`src/hdl/lpbe_pkg.sv`:
```
// ----------------------------------------------------------------------------
// lpbe_pkg
// Shared types, codes and constants of the lightmap paint and blur engine.
// ----------------------------------------------------------------------------
`default_nettype none

package lpbe_pkg;

  // built store geometry
  localparam int MAX_WIDTH   = 256;
  localparam int MAX_HEIGHT  = 256;
  localparam int STORE_DEPTH = MAX_WIDTH * MAX_HEIGHT;
  localparam int ADDR_W      = $clog2(STORE_DEPTH);

  // fixed widths of the register and item fields
  localparam int DIM_W   = 9;
  localparam int PIX_W   = 24;
  localparam int PROD_W  = 27;   // 17-bit signed operand times 10-bit signed width
  localparam int IDX_W   = 28;   // product plus a 16-bit signed column
  localparam int ACC_W   = 11;   // four neighbors plus three times center
  localparam int QUO_W   = 25;   // ACC_W times RECIP7
  localparam int GSUM_W  = 10;
  localparam int GPROD_W = 21;

  localparam logic [DIM_W-1:0] DIM_RESET = 9'd256;

  // APB register map
  localparam int  CFG_ADDR_W = 3;
  localparam logic REG_WIDTH  = 1'b0;
  localparam logic REG_HEIGHT = 1'b1;

  // floor(n/7) = (n * RECIP7) >> 16 for n < 13107
  localparam logic [13:0] RECIP7    = 14'd9363;
  localparam int          RECIP7_SH = 16;
  // floor(n/3) = (n * RECIP3) >> 12 for n < 2048
  localparam logic [10:0] RECIP3    = 11'd1366;
  localparam int          RECIP3_SH = 12;

  localparam logic [8:0] BLEND_ONE = 9'd256;

  // operation codes
  localparam logic FUNC_PAINT = 1'b0;
  localparam logic FUNC_BLUR  = 1'b1;

  // paint modes
  localparam logic [2:0] MODE_REPLACE = 3'd0;
  localparam logic [2:0] MODE_SUB     = 3'd1;
  localparam logic [2:0] MODE_ADD     = 3'd2;
  localparam logic [2:0] MODE_GRAY    = 3'd3;
  localparam logic [2:0] MODE_BLEND   = 3'd4;

  // result status codes
  localparam logic [1:0] ST_DONE         = 2'd0;
  localparam logic [1:0] ST_OUTSIDE      = 2'd1;
  localparam logic [1:0] ST_TEX_OUT      = 2'd2;
  localparam logic [1:0] ST_NOT_INTERIOR = 2'd3;

  // multiplier operand select
  localparam logic [1:0] MUL_SIDX = 2'd0;
  localparam logic [1:0] MUL_TIDX = 2'd1;
  localparam logic [1:0] MUL_SIZE = 2'd2;

  // read taps, walked in this order by the blur sequence
  localparam logic [2:0] TAP_C = 3'd0;
  localparam logic [2:0] TAP_L = 3'd1;
  localparam logic [2:0] TAP_R = 3'd2;
  localparam logic [2:0] TAP_U = 3'd3;
  localparam logic [2:0] TAP_D = 3'd4;

  // blur accumulator operations
  localparam logic [1:0] ACC_NONE  = 2'd0;
  localparam logic [1:0] ACC_LOAD3 = 2'd1;
  localparam logic [1:0] ACC_ADD   = 2'd2;

  // result kinds
  localparam logic [1:0] OSEL_OUTSIDE      = 2'd0;
  localparam logic [1:0] OSEL_NOT_INTERIOR = 2'd1;
  localparam logic [1:0] OSEL_PAINT        = 2'd2;
  localparam logic [1:0] OSEL_BLUR         = 2'd3;

  typedef struct packed {
    logic               func;
    logic signed [15:0] pos_x;
    logic signed [15:0] pos_z;
    logic [2:0]         mode;
    logic [7:0]         red_in;
    logic [7:0]         green_in;
    logic [7:0]         blue_in;
    logic [8:0]         blend_factor;
  } in_item_t;

  typedef struct packed {
    logic [1:0]  status;
    logic [15:0] tex_offset;
    logic [7:0]  red_out;
    logic [7:0]  green_out;
    logic [7:0]  blue_out;
  } out_item_t;

  typedef struct packed {
    logic       load;
    logic       mul_en;
    logic [1:0] mul_sel;
    logic       sidx_ld;
    logic       tidx_ld;
    logic       chk;
    logic       rd_en;
    logic [2:0] rd_tap;
    logic [1:0] acc_op;
    logic       pix_ld;
    logic       div_ld;
    logic       wr_en;
    logic       out_load;
    logic [1:0] out_sel;
  } dp_cmd_t;

  typedef struct packed {
    logic is_blur;
    logic paint_oob;
    logic blur_bad;
  } dp_stat_t;

  function automatic logic [DIM_W-1:0] eff_dim(input logic [DIM_W-1:0] r,
                                               input int unsigned lim);
    logic [DIM_W-1:0] res;
    res = r;
    if (32'(r) > lim) begin
      res = DIM_W'(lim);
    end
    return res;
  endfunction

endpackage

`default_nettype wire

```
`src/hdl/lpbe_ctrl.sv`:
```
// ----------------------------------------------------------------------------
// lpbe_ctrl
// Sequencer: index products, range checks, paint and blur steps, result strobe.
// ----------------------------------------------------------------------------
`default_nettype none

module lpbe_ctrl (
  input  wire logic              clk,
  input  wire logic              rst_n,
  input  wire logic              start,
  output logic                   busy,
  output logic                   out_strobe,
  output lpbe_pkg::dp_cmd_t      cmd,
  input  wire lpbe_pkg::dp_stat_t stat
);

  localparam logic [3:0] S_IDLE = 4'd0;
  localparam logic [3:0] S_M0   = 4'd1;
  localparam logic [3:0] S_M1   = 4'd2;
  localparam logic [3:0] S_M2   = 4'd3;
  localparam logic [3:0] S_CHK  = 4'd4;
  localparam logic [3:0] S_P1   = 4'd5;
  localparam logic [3:0] S_P2   = 4'd6;
  localparam logic [3:0] S_BRD  = 4'd7;
  localparam logic [3:0] S_BACC = 4'd8;
  localparam logic [3:0] S_BDIV = 4'd9;
  localparam logic [3:0] S_BWR  = 4'd10;

  logic [3:0] state_r, state_nxt;
  logic [2:0] tap_r, tap_nxt;
  logic       out_strobe_r;

  always_comb begin
    state_nxt = state_r;
    tap_nxt   = tap_r;
    cmd       = '0;
    case (state_r)
      S_IDLE: begin
        if (start) begin
          cmd.load  = 1'b1;
          state_nxt = S_M0;
        end
      end
      S_M0: begin
        cmd.mul_en  = 1'b1;
        cmd.mul_sel = lpbe_pkg::MUL_SIDX;
        state_nxt   = S_M1;
      end
      S_M1: begin
        cmd.sidx_ld = 1'b1;
        cmd.mul_en  = 1'b1;
        cmd.mul_sel = lpbe_pkg::MUL_TIDX;
        state_nxt   = S_M2;
      end
      S_M2: begin
        cmd.tidx_ld = 1'b1;
        cmd.mul_en  = 1'b1;
        cmd.mul_sel = lpbe_pkg::MUL_SIZE;
        state_nxt   = S_CHK;
      end
      S_CHK: begin
        cmd.chk    = 1'b1;
        cmd.rd_tap = lpbe_pkg::TAP_C;
        if (stat.is_blur) begin
          if (stat.blur_bad) begin
            cmd.out_load = 1'b1;
            cmd.out_sel  = lpbe_pkg::OSEL_NOT_INTERIOR;
            state_nxt    = S_IDLE;
          end else begin
            cmd.rd_en = 1'b1;
            tap_nxt   = lpbe_pkg::TAP_L;
            state_nxt = S_BRD;
          end
        end else begin
          if (stat.paint_oob) begin
            cmd.out_load = 1'b1;
            cmd.out_sel  = lpbe_pkg::OSEL_OUTSIDE;
            state_nxt    = S_IDLE;
          end else begin
            cmd.rd_en = 1'b1;
            state_nxt = S_P1;
          end
        end
      end
      S_P1: begin
        cmd.pix_ld = 1'b1;
        state_nxt  = S_P2;
      end
      S_P2: begin
        cmd.wr_en    = 1'b1;
        cmd.out_load = 1'b1;
        cmd.out_sel  = lpbe_pkg::OSEL_PAINT;
        state_nxt    = S_IDLE;
      end
      S_BRD: begin
        // issue the next tap, fold in the data of the previous one
        cmd.rd_en  = 1'b1;
        cmd.rd_tap = tap_r;
        cmd.acc_op = (tap_r == lpbe_pkg::TAP_L) ? lpbe_pkg::ACC_LOAD3 : lpbe_pkg::ACC_ADD;
        if (tap_r == lpbe_pkg::TAP_D) begin
          state_nxt = S_BACC;
        end else begin
          tap_nxt = tap_r + 3'd1;
        end
      end
      S_BACC: begin
        cmd.acc_op = lpbe_pkg::ACC_ADD;
        state_nxt  = S_BDIV;
      end
      S_BDIV: begin
        cmd.div_ld = 1'b1;
        state_nxt  = S_BWR;
      end
      S_BWR: begin
        cmd.wr_en    = 1'b1;
        cmd.out_load = 1'b1;
        cmd.out_sel  = lpbe_pkg::OSEL_BLUR;
        state_nxt    = S_IDLE;
      end
      default: begin
        state_nxt = S_IDLE;
      end
    endcase
  end

  always_ff @(posedge clk) begin
    if (!rst_n) begin
      state_r      <= S_IDLE;
      tap_r        <= lpbe_pkg::TAP_C;
      out_strobe_r <= 1'b0;
    end else begin
      state_r      <= state_nxt;
      tap_r        <= tap_nxt;
      out_strobe_r <= cmd.out_load;
    end
  end

  assign busy       = (state_r != S_IDLE);
  assign out_strobe = out_strobe_r;

endmodule

`default_nettype wire

```
`config.mk`:
```
export PLATFORM = sky130hd
export DESIGN_NAME = lpbe_ctrl
export DESIGN_NICKNAME = d
export VERILOG_FILES = /design/src/hdl/lpbe_pkg.sv /design/src/hdl/lpbe_ctrl.sv
export SDC_FILE = /design/constraint.sdc
export NUM_CORES = 1
export LEC_CHECK = 0
export ABC_AREA = 1
export BUFFER_PORTS_ARGS = -buffer_cell sky130_fd_sc_hd__buf_2
export CORE_MARGIN = 1.5
export CORE_UTILIZATION = 45
export CTS_BUF_LIST = sky130_fd_sc_hd__clkbuf_4 sky130_fd_sc_hd__clkbuf_8 sky130_fd_sc_hd__clkbuf_16
export DETAILED_ROUTE_END_ITERATION = 7
export HOLD_SLACK_MARGIN = 0.02
export PLACE_DENSITY_LB_ADDON = 0.05
export SLEW_MARGIN = 30
export SYNTH_ARGS = -nofsm -noshare
export SYNTH_HDL_FRONTEND = slang
export SYNTH_SLANG_ARGS = --single-unit
```
`constraint.sdc`:
```
create_clock -name clk -period 1.6 [get_ports clk]
set_input_delay 0 -clock clk [delete_from_list [all_inputs] [get_ports clk]]
set_output_delay 0 -clock clk [all_outputs]
set_load 0.05 [all_outputs]
```
# Word-level counts from Yosys, hierarchy flattened
# Index checks and enable logic that the tools add are counted.
[totals] reg_bits=8 in_bits=6 output_inout_bits=21 word_cells=56
[op_classes] n_addsub=1 eq_ne=17 mux=29 n_reduce_logical=6
[ops] cell="$pmux W4 S9" count=1
[ops] cell="$mux W3" count=8
[ops] cell="$pmux W3 S3" count=2
[ops] cell="$eq A4 B3 Y1 const B" count=4
[ops] cell="$eq A4 B4 Y1 const B" count=3
[ops] cell="$mux W4" count=3
[ops] cell="$mux W1" count=11
[ops] cell="$ne A2 B2 Y1 const B" count=5
[ops] cell="$eq A4 B2 Y1 const B" count=2
[ops] cell="$pmux W4 S2" count=1
[ops] cell="$pmux W3 S2" count=1
[ops] cell="$eq A4 B1 Y1 const B" count=1
[ops] cell="$logic_not A4 Y1" count=1
[ops] cell="$pmux W2 S2" count=1
[ops] cell="$reduce_and A4 Y1" count=1
[ops] cell="$reduce_bool A4 Y1" count=1
[ops] cell="$add A3 B1 Y3 const B" count=1
[ops] cell="$eq A3 B1 Y1 const B" count=1
[ops] cell="$eq A3 B3 Y1 const B" count=1
[ops] cell="$mux W2" count=1
[ops] cell="$reduce_and A2 Y1" count=1
[ops] cell="$reduce_bool A2 Y1" count=1
[ops] cell="$reduce_or A2 Y1" count=1

# Logic depth before layout (Yosys ltp)
[depth] depth_word=3 mapped_depth=8 mapped_depth_nobuf=8

# Worst setup path before layout
# OpenSTA, ideal clock, no wires.
[synth_timing] path_type="register to output" from="register state_r[0]" to="output cmd[18] (netlist bit)" arrival_ns=1.617 required_time_ns=1.600 setup_slack_ns=-0.017 stages_incl_launch_ff=4 n_path_buf=0 cell_sequence="dfxtp_1 -> nor2_1 -> nand2_1 -> nor2_1"
[synth_lines] element="from (decl)" line_no="lpbe_ctrl.sv:29" rtl="logic [3:0] state_r, state_nxt;"
[synth_lines] element="from (signal assigned)" line_no="lpbe_ctrl.sv:132" rtl="state_r <= state_nxt;"
[synth_lines] element="to (decl)" line_no="lpbe_ctrl.sv:13" rtl="output lpbe_pkg::dp_cmd_t cmd,"

==> results by stage <==
Status:
- The flow ran to the end, and the final reports show no timing, DRC or antenna violations.

Yosys:
- Counting every instance in the synthesized netlist gives 105.
- The XOR/XNOR share of the synthesized area is 1.38%.
- The largest family of logic cells by synthesized area is simple AND/OR/NAND/NOR gates.
- The synthesized design contains 8 register bits.
- The Yosys step of the flow raised 0 warnings.
- Summing every instance area after synthesis gives 633 um^2.
- Among all cell types in the netlist, the one instantiated most often is sky130_fd_sc_hd__nand2_1.
- Yosys mapped the design onto 20 distinct sky130hd cell types.
- Summing the areas of all and, or, nand and nor instances in the mapped netlist gives 41.7% of the synthesized area.
- When the netlist entered floorplanning its net count stood at 114.
- The adder-cell share of the synthesized area is 5.93%.
- In the synthesized netlist, the cells that appear most often are sky130_fd_sc_hd__nand2_1 (23), sky130_fd_sc_hd__inv_1 (18), sky130_fd_sc_hd__nor2_1 (17), sky130_fd_sc_hd__dfxtp_1 (8), sky130_fd_sc_hd__inv_2 (6).
- In the synthesized netlist the async set-or-reset flop fraction comes to 0%.
- The fraction of synthesized cell area taken by the top area cell type is 25.3%.
- The multiplexer fraction of the synthesized cell area is 0%.
- The synthesized design contains 0 enable-type register cells.
- The mean instance size in the synthesized netlist is 6.03 um^2.
- The most frequently used flop master after synthesis is sky130_fd_sc_hd__dfxtp_1.
- The synthesized netlist devotes 10.3% of its cell area to compound gates.
- The sequential area share after synthesis is 25.3%.
- The cell type with the highest aggregate area in the netlist is sky130_fd_sc_hd__dfxtp_1.
- Ranked by total cell area, the synthesized netlist is headed by sky130_fd_sc_hd__dfxtp_1 (25%), sky130_fd_sc_hd__nand2_1 (14%), sky130_fd_sc_hd__inv_1 (11%).

Final layout:
- The fraction of final layout cells sized beyond drive strength 1 is 34.3%.
- Once layout is done, the placed cells without fillers occupy 813 um^2.
- After the last flow step, the layout net total stands at 145.
- The layout overhead on the synthesized area is 28.5%.
- Fill cells in the final layout number 132.
- Measured on the finished design, the core utilization comes to 62.5%.
- The repair_antennas step left the layout with diodes totalling 0.

CTS:
- The clock tree root buffer cell is sky130_fd_sc_hd__clkbuf_4.
- The number of buffers inserted to repair setup after CTS is 0.
- The deepest level of the CTS H-tree is 1.
- The maximum buffer depth of the clock tree is 2.
- TritonCTS built the clock tree.
- The clock insertion delay at the later pin of the skew report is 0.25 ns.
- The number of sinks handled by clock tree synthesis is 8.
- The number of buffers created by CTS is 3.
- The clock transition at the register clock pins on the worst setup and hold paths after CTS is 0.05 ns.

Power and ir drop:
- The power density over cell area is 855 nW/um^2.
- Combinational cells account for 44.7% of the total power.
- Net switching is 46.6% of the power.
- The switching component of the power is 0.000324 W.
- The internal power of the cells totals 0.000371 W.
- IR analysis of the VDD net gives a maximum drop of 0.000501 V.
- The design draws 0.000696 W.
- Registers are responsible for 33.2% of the overall power.
- The standby leakage power is 0.529 nW.
- In this run, the clock network consumes 22.1% of the power.

Floorplanning:
- 27 I/O pins were placed.
- The width of the die is 40.5 um.
- The initial core utilization is 48.7%.
- The total die area is 1640 um^2.
- The floorplan step set the die height to 40.5 um.
- The floorplan has 13 rows.
- The area of the core is 1300 um^2.

Timing:
- The accumulated negative setup slack is 0 ns.
- Across the routed clock network, the largest skew measured is 0.00606 ns.
- The highest clock rate is 0.690 GHz.
- The number of slew-limit violations in the final report is 0.
- The total of endpoints with negative setup slack in the final report is 0.
- The worst path uses 90.6% of the clock period.
- Setup repair after global routing left no endpoint under its margin.
- Final hold analysis gives a worst-case slack of 0.113 ns.
- The number of hold-slack violations in the final timing report is 0.
- The worst slew margin relative to its limit is 80.6%.
- After layout, the minimum clock period comes to 1.45 ns.
- The slew at the pin closest to its max-slew limit is 0.289 ns.

Placed design:
- The placed instances occupy a cell area of 777 um^2.
- The weighted congestion at the end of routability-driven global placement is 0.786.
- The total half-perimeter wirelength after legalization and detailed placement is 1240 um.
- The number of input and output port buffers inserted is 26.

Routing:
- The post-detailed-routing wire length is 1550 um.
- The number of vias per cell after detailed routing is 4.69.
- For this run, design rule violations remaining after detail routing come to 0.
- The initial detailed-routing violation count is 9.
- In the final routed layout, each cell accounts on average for 10.4 um.
- The total number of vias is 699.
- The count of nets left with antenna violations once routing finished came out at 0.
- The number of search-and-repair iterations in the first detailed-routing pass is 3.

Critical path:
- The top fanout value on the critical path is 5.
- The critical path goes through inv_2 > nand2_1 > inv_1 > o21ai_1 > nand2_1 > buf_2.
- For the worst setup path, the data arrival time is 1.45 ns.
- The worst setup path is of the reg2out kind.
- On the critical path, the stage with the largest delay is an instance of sky130_fd_sc_hd__dfxtp_1.
- The largest stage delay on the critical path is 0.37 ns.
- The required arrival time at the worst endpoint is 1.60 ns.
- The most used cell along the critical path is sky130_fd_sc_hd__nand2_1.
- STA classifies the critical path endpoint as a primary output.
- The type of origin of the critical path is a register.

GRT:
- The number of global-route vias before repair is 535.
- The number of antenna violations at the first check in global routing is 0.
- The met3 layer usage reported by global route is 3.33%.
- The global routing's busiest layer is met2.
- Summed over all layers, the global routing overflow is 0.
- Global routing consumed, over all layers together, 20.5% of the routing resources.
- Global routing consumed, on the met2 layer, 34.5% of the routing resources.
- The met1 layer usage reported by global route is 24.8%.
- The first-pass GRT wire length is 2170 um.
- Entering global routing, the biggest net connects 9 pins.

Job:
- Across the run, the number of max-cap violations was 0.

Min path:
- The path type of the worst min-delay path is in2reg.
-- worst paths after layout --
path	from	end	slack [ns]	depth (start not counted)
worst min register to register	tap_r[0]	tap_r[0]	0.54	2
worst min-delay path	stat[1]	out_strobe	0.11	3
worst max-delay path	state_r[2]	cmd[2]	0.15	6
worst max register to register	tap_r[0]	state_r[0]	0.36	8
-- worst max-delay path: cells and delay by family, from the launching register on --
| family | cells | cell delay (ns) |
|---|---|---|
| AOI/OAI and AO/OA | 1 | 0.26 |
| DFF | 1 | 0.37 |
| buffers and inverters | 3 | 0.34 |
| and+or+nand+nor | 2 | 0.23 |
-- metal layers --
metal / vias up / routed length (um)
li1: 383 / -
met1: 299 / 732
met2: 13 / 754
met3: 4 / 44
met4: 0 / 17
met5: - / 0
-- cells by family after synthesis --
group           after synthesis
fa+ha+maj                     3
xor+xnor                      1
simple gates                 56
compound gates               12
flops                         8
buf+inv                      25
-- layout by cell type, fill, tap and decap left out --
master                          instances
sky130_fd_sc_hd__a22oi_1                1
sky130_fd_sc_hd__nor2_1                16
sky130_fd_sc_hd__ha_1                   3
sky130_fd_sc_hd__dfxtp_2                1
sky130_fd_sc_hd__clkbuf_4               4
sky130_fd_sc_hd__nand2_1               23
sky130_fd_sc_hd__nand3_1                5
sky130_fd_sc_hd__dlygate4sd3_1          1
sky130_fd_sc_hd__xor2_1                 1
sky130_fd_sc_hd__buf_2                 25
sky130_fd_sc_hd__o21ai_0                2
sky130_fd_sc_hd__nor3_1                 1
sky130_fd_sc_hd__nand2_2                5
sky130_fd_sc_hd__dfxtp_1                7
sky130_fd_sc_hd__inv_2                  6
sky130_fd_sc_hd__inv_1                 18
sky130_fd_sc_hd__nor2_2                 2
sky130_fd_sc_hd__nand4_1                1
sky130_fd_sc_hd__nand3_4                1
sky130_fd_sc_hd__o21ai_1                3
sky130_fd_sc_hd__a21oi_1                5
sky130_fd_sc_hd__o211ai_1               1
sky130_fd_sc_hd__nor2_4                 2
-- power by group through the flow --
| stage | combinational [W] | sequential [W] | clock, W |
|---|---|---|---|
| 6_report | 0.000311 | 0.000231 | 0.000154 |
| 5_1_grt | 0.000337 | 0.000232 | 0.000171 |
| 4_1_cts | 0.000311 | 0.000229 | 0.000161 |
| 3_5_place_dp | 0.000308 | 0.000233 | 0 |
| 3_3_place_gp | 0.000305 | 0.000233 | 0 |
| 2_1_floorplan | 0.000249 | 0.000232 | 0 |
-- stage by stage --
stage / setup WS [ns] / std cells
4_1_cts: 0.118 / 149
3_3_place_gp: 0.402 / 145
5_1_grt: 0.0000638 / 149
2_1_floorplan: 0.00367 / 105
6_report: 0.151 / 149
3_5_place_dp: 0.368 / 145
-- flip-flops by register name (all words and copies together), names as in the netlist --
register    cells
out_strobe      1
tap_r           3
state_r         4
-- what timing repair did --
| action | CTS | global route |
|---|---|---|
| hold buffers | 1 | 0 |
| gates resized for setup | 0 | 2 |
| hold endpoints to repair | 2 | 0 |
| endpoints found under the setup margin | 0 | 1 |
-- cell type report --
type / instances / area [um^2] / area share (%)
Clock buffer: 3 / 22.5 / 2.77
Inverter: 24 / 90.1 / 11.1
Multi-Input combinational cell: 72 / 378 / 46.5
Sequential cell: 8 / 161 / 19.8
Tap cell: 15 / 18.8 / 2.31
Timing Repair Buffer: 27 / 143 / 17.5
Power figures use the tool's default switching activity.
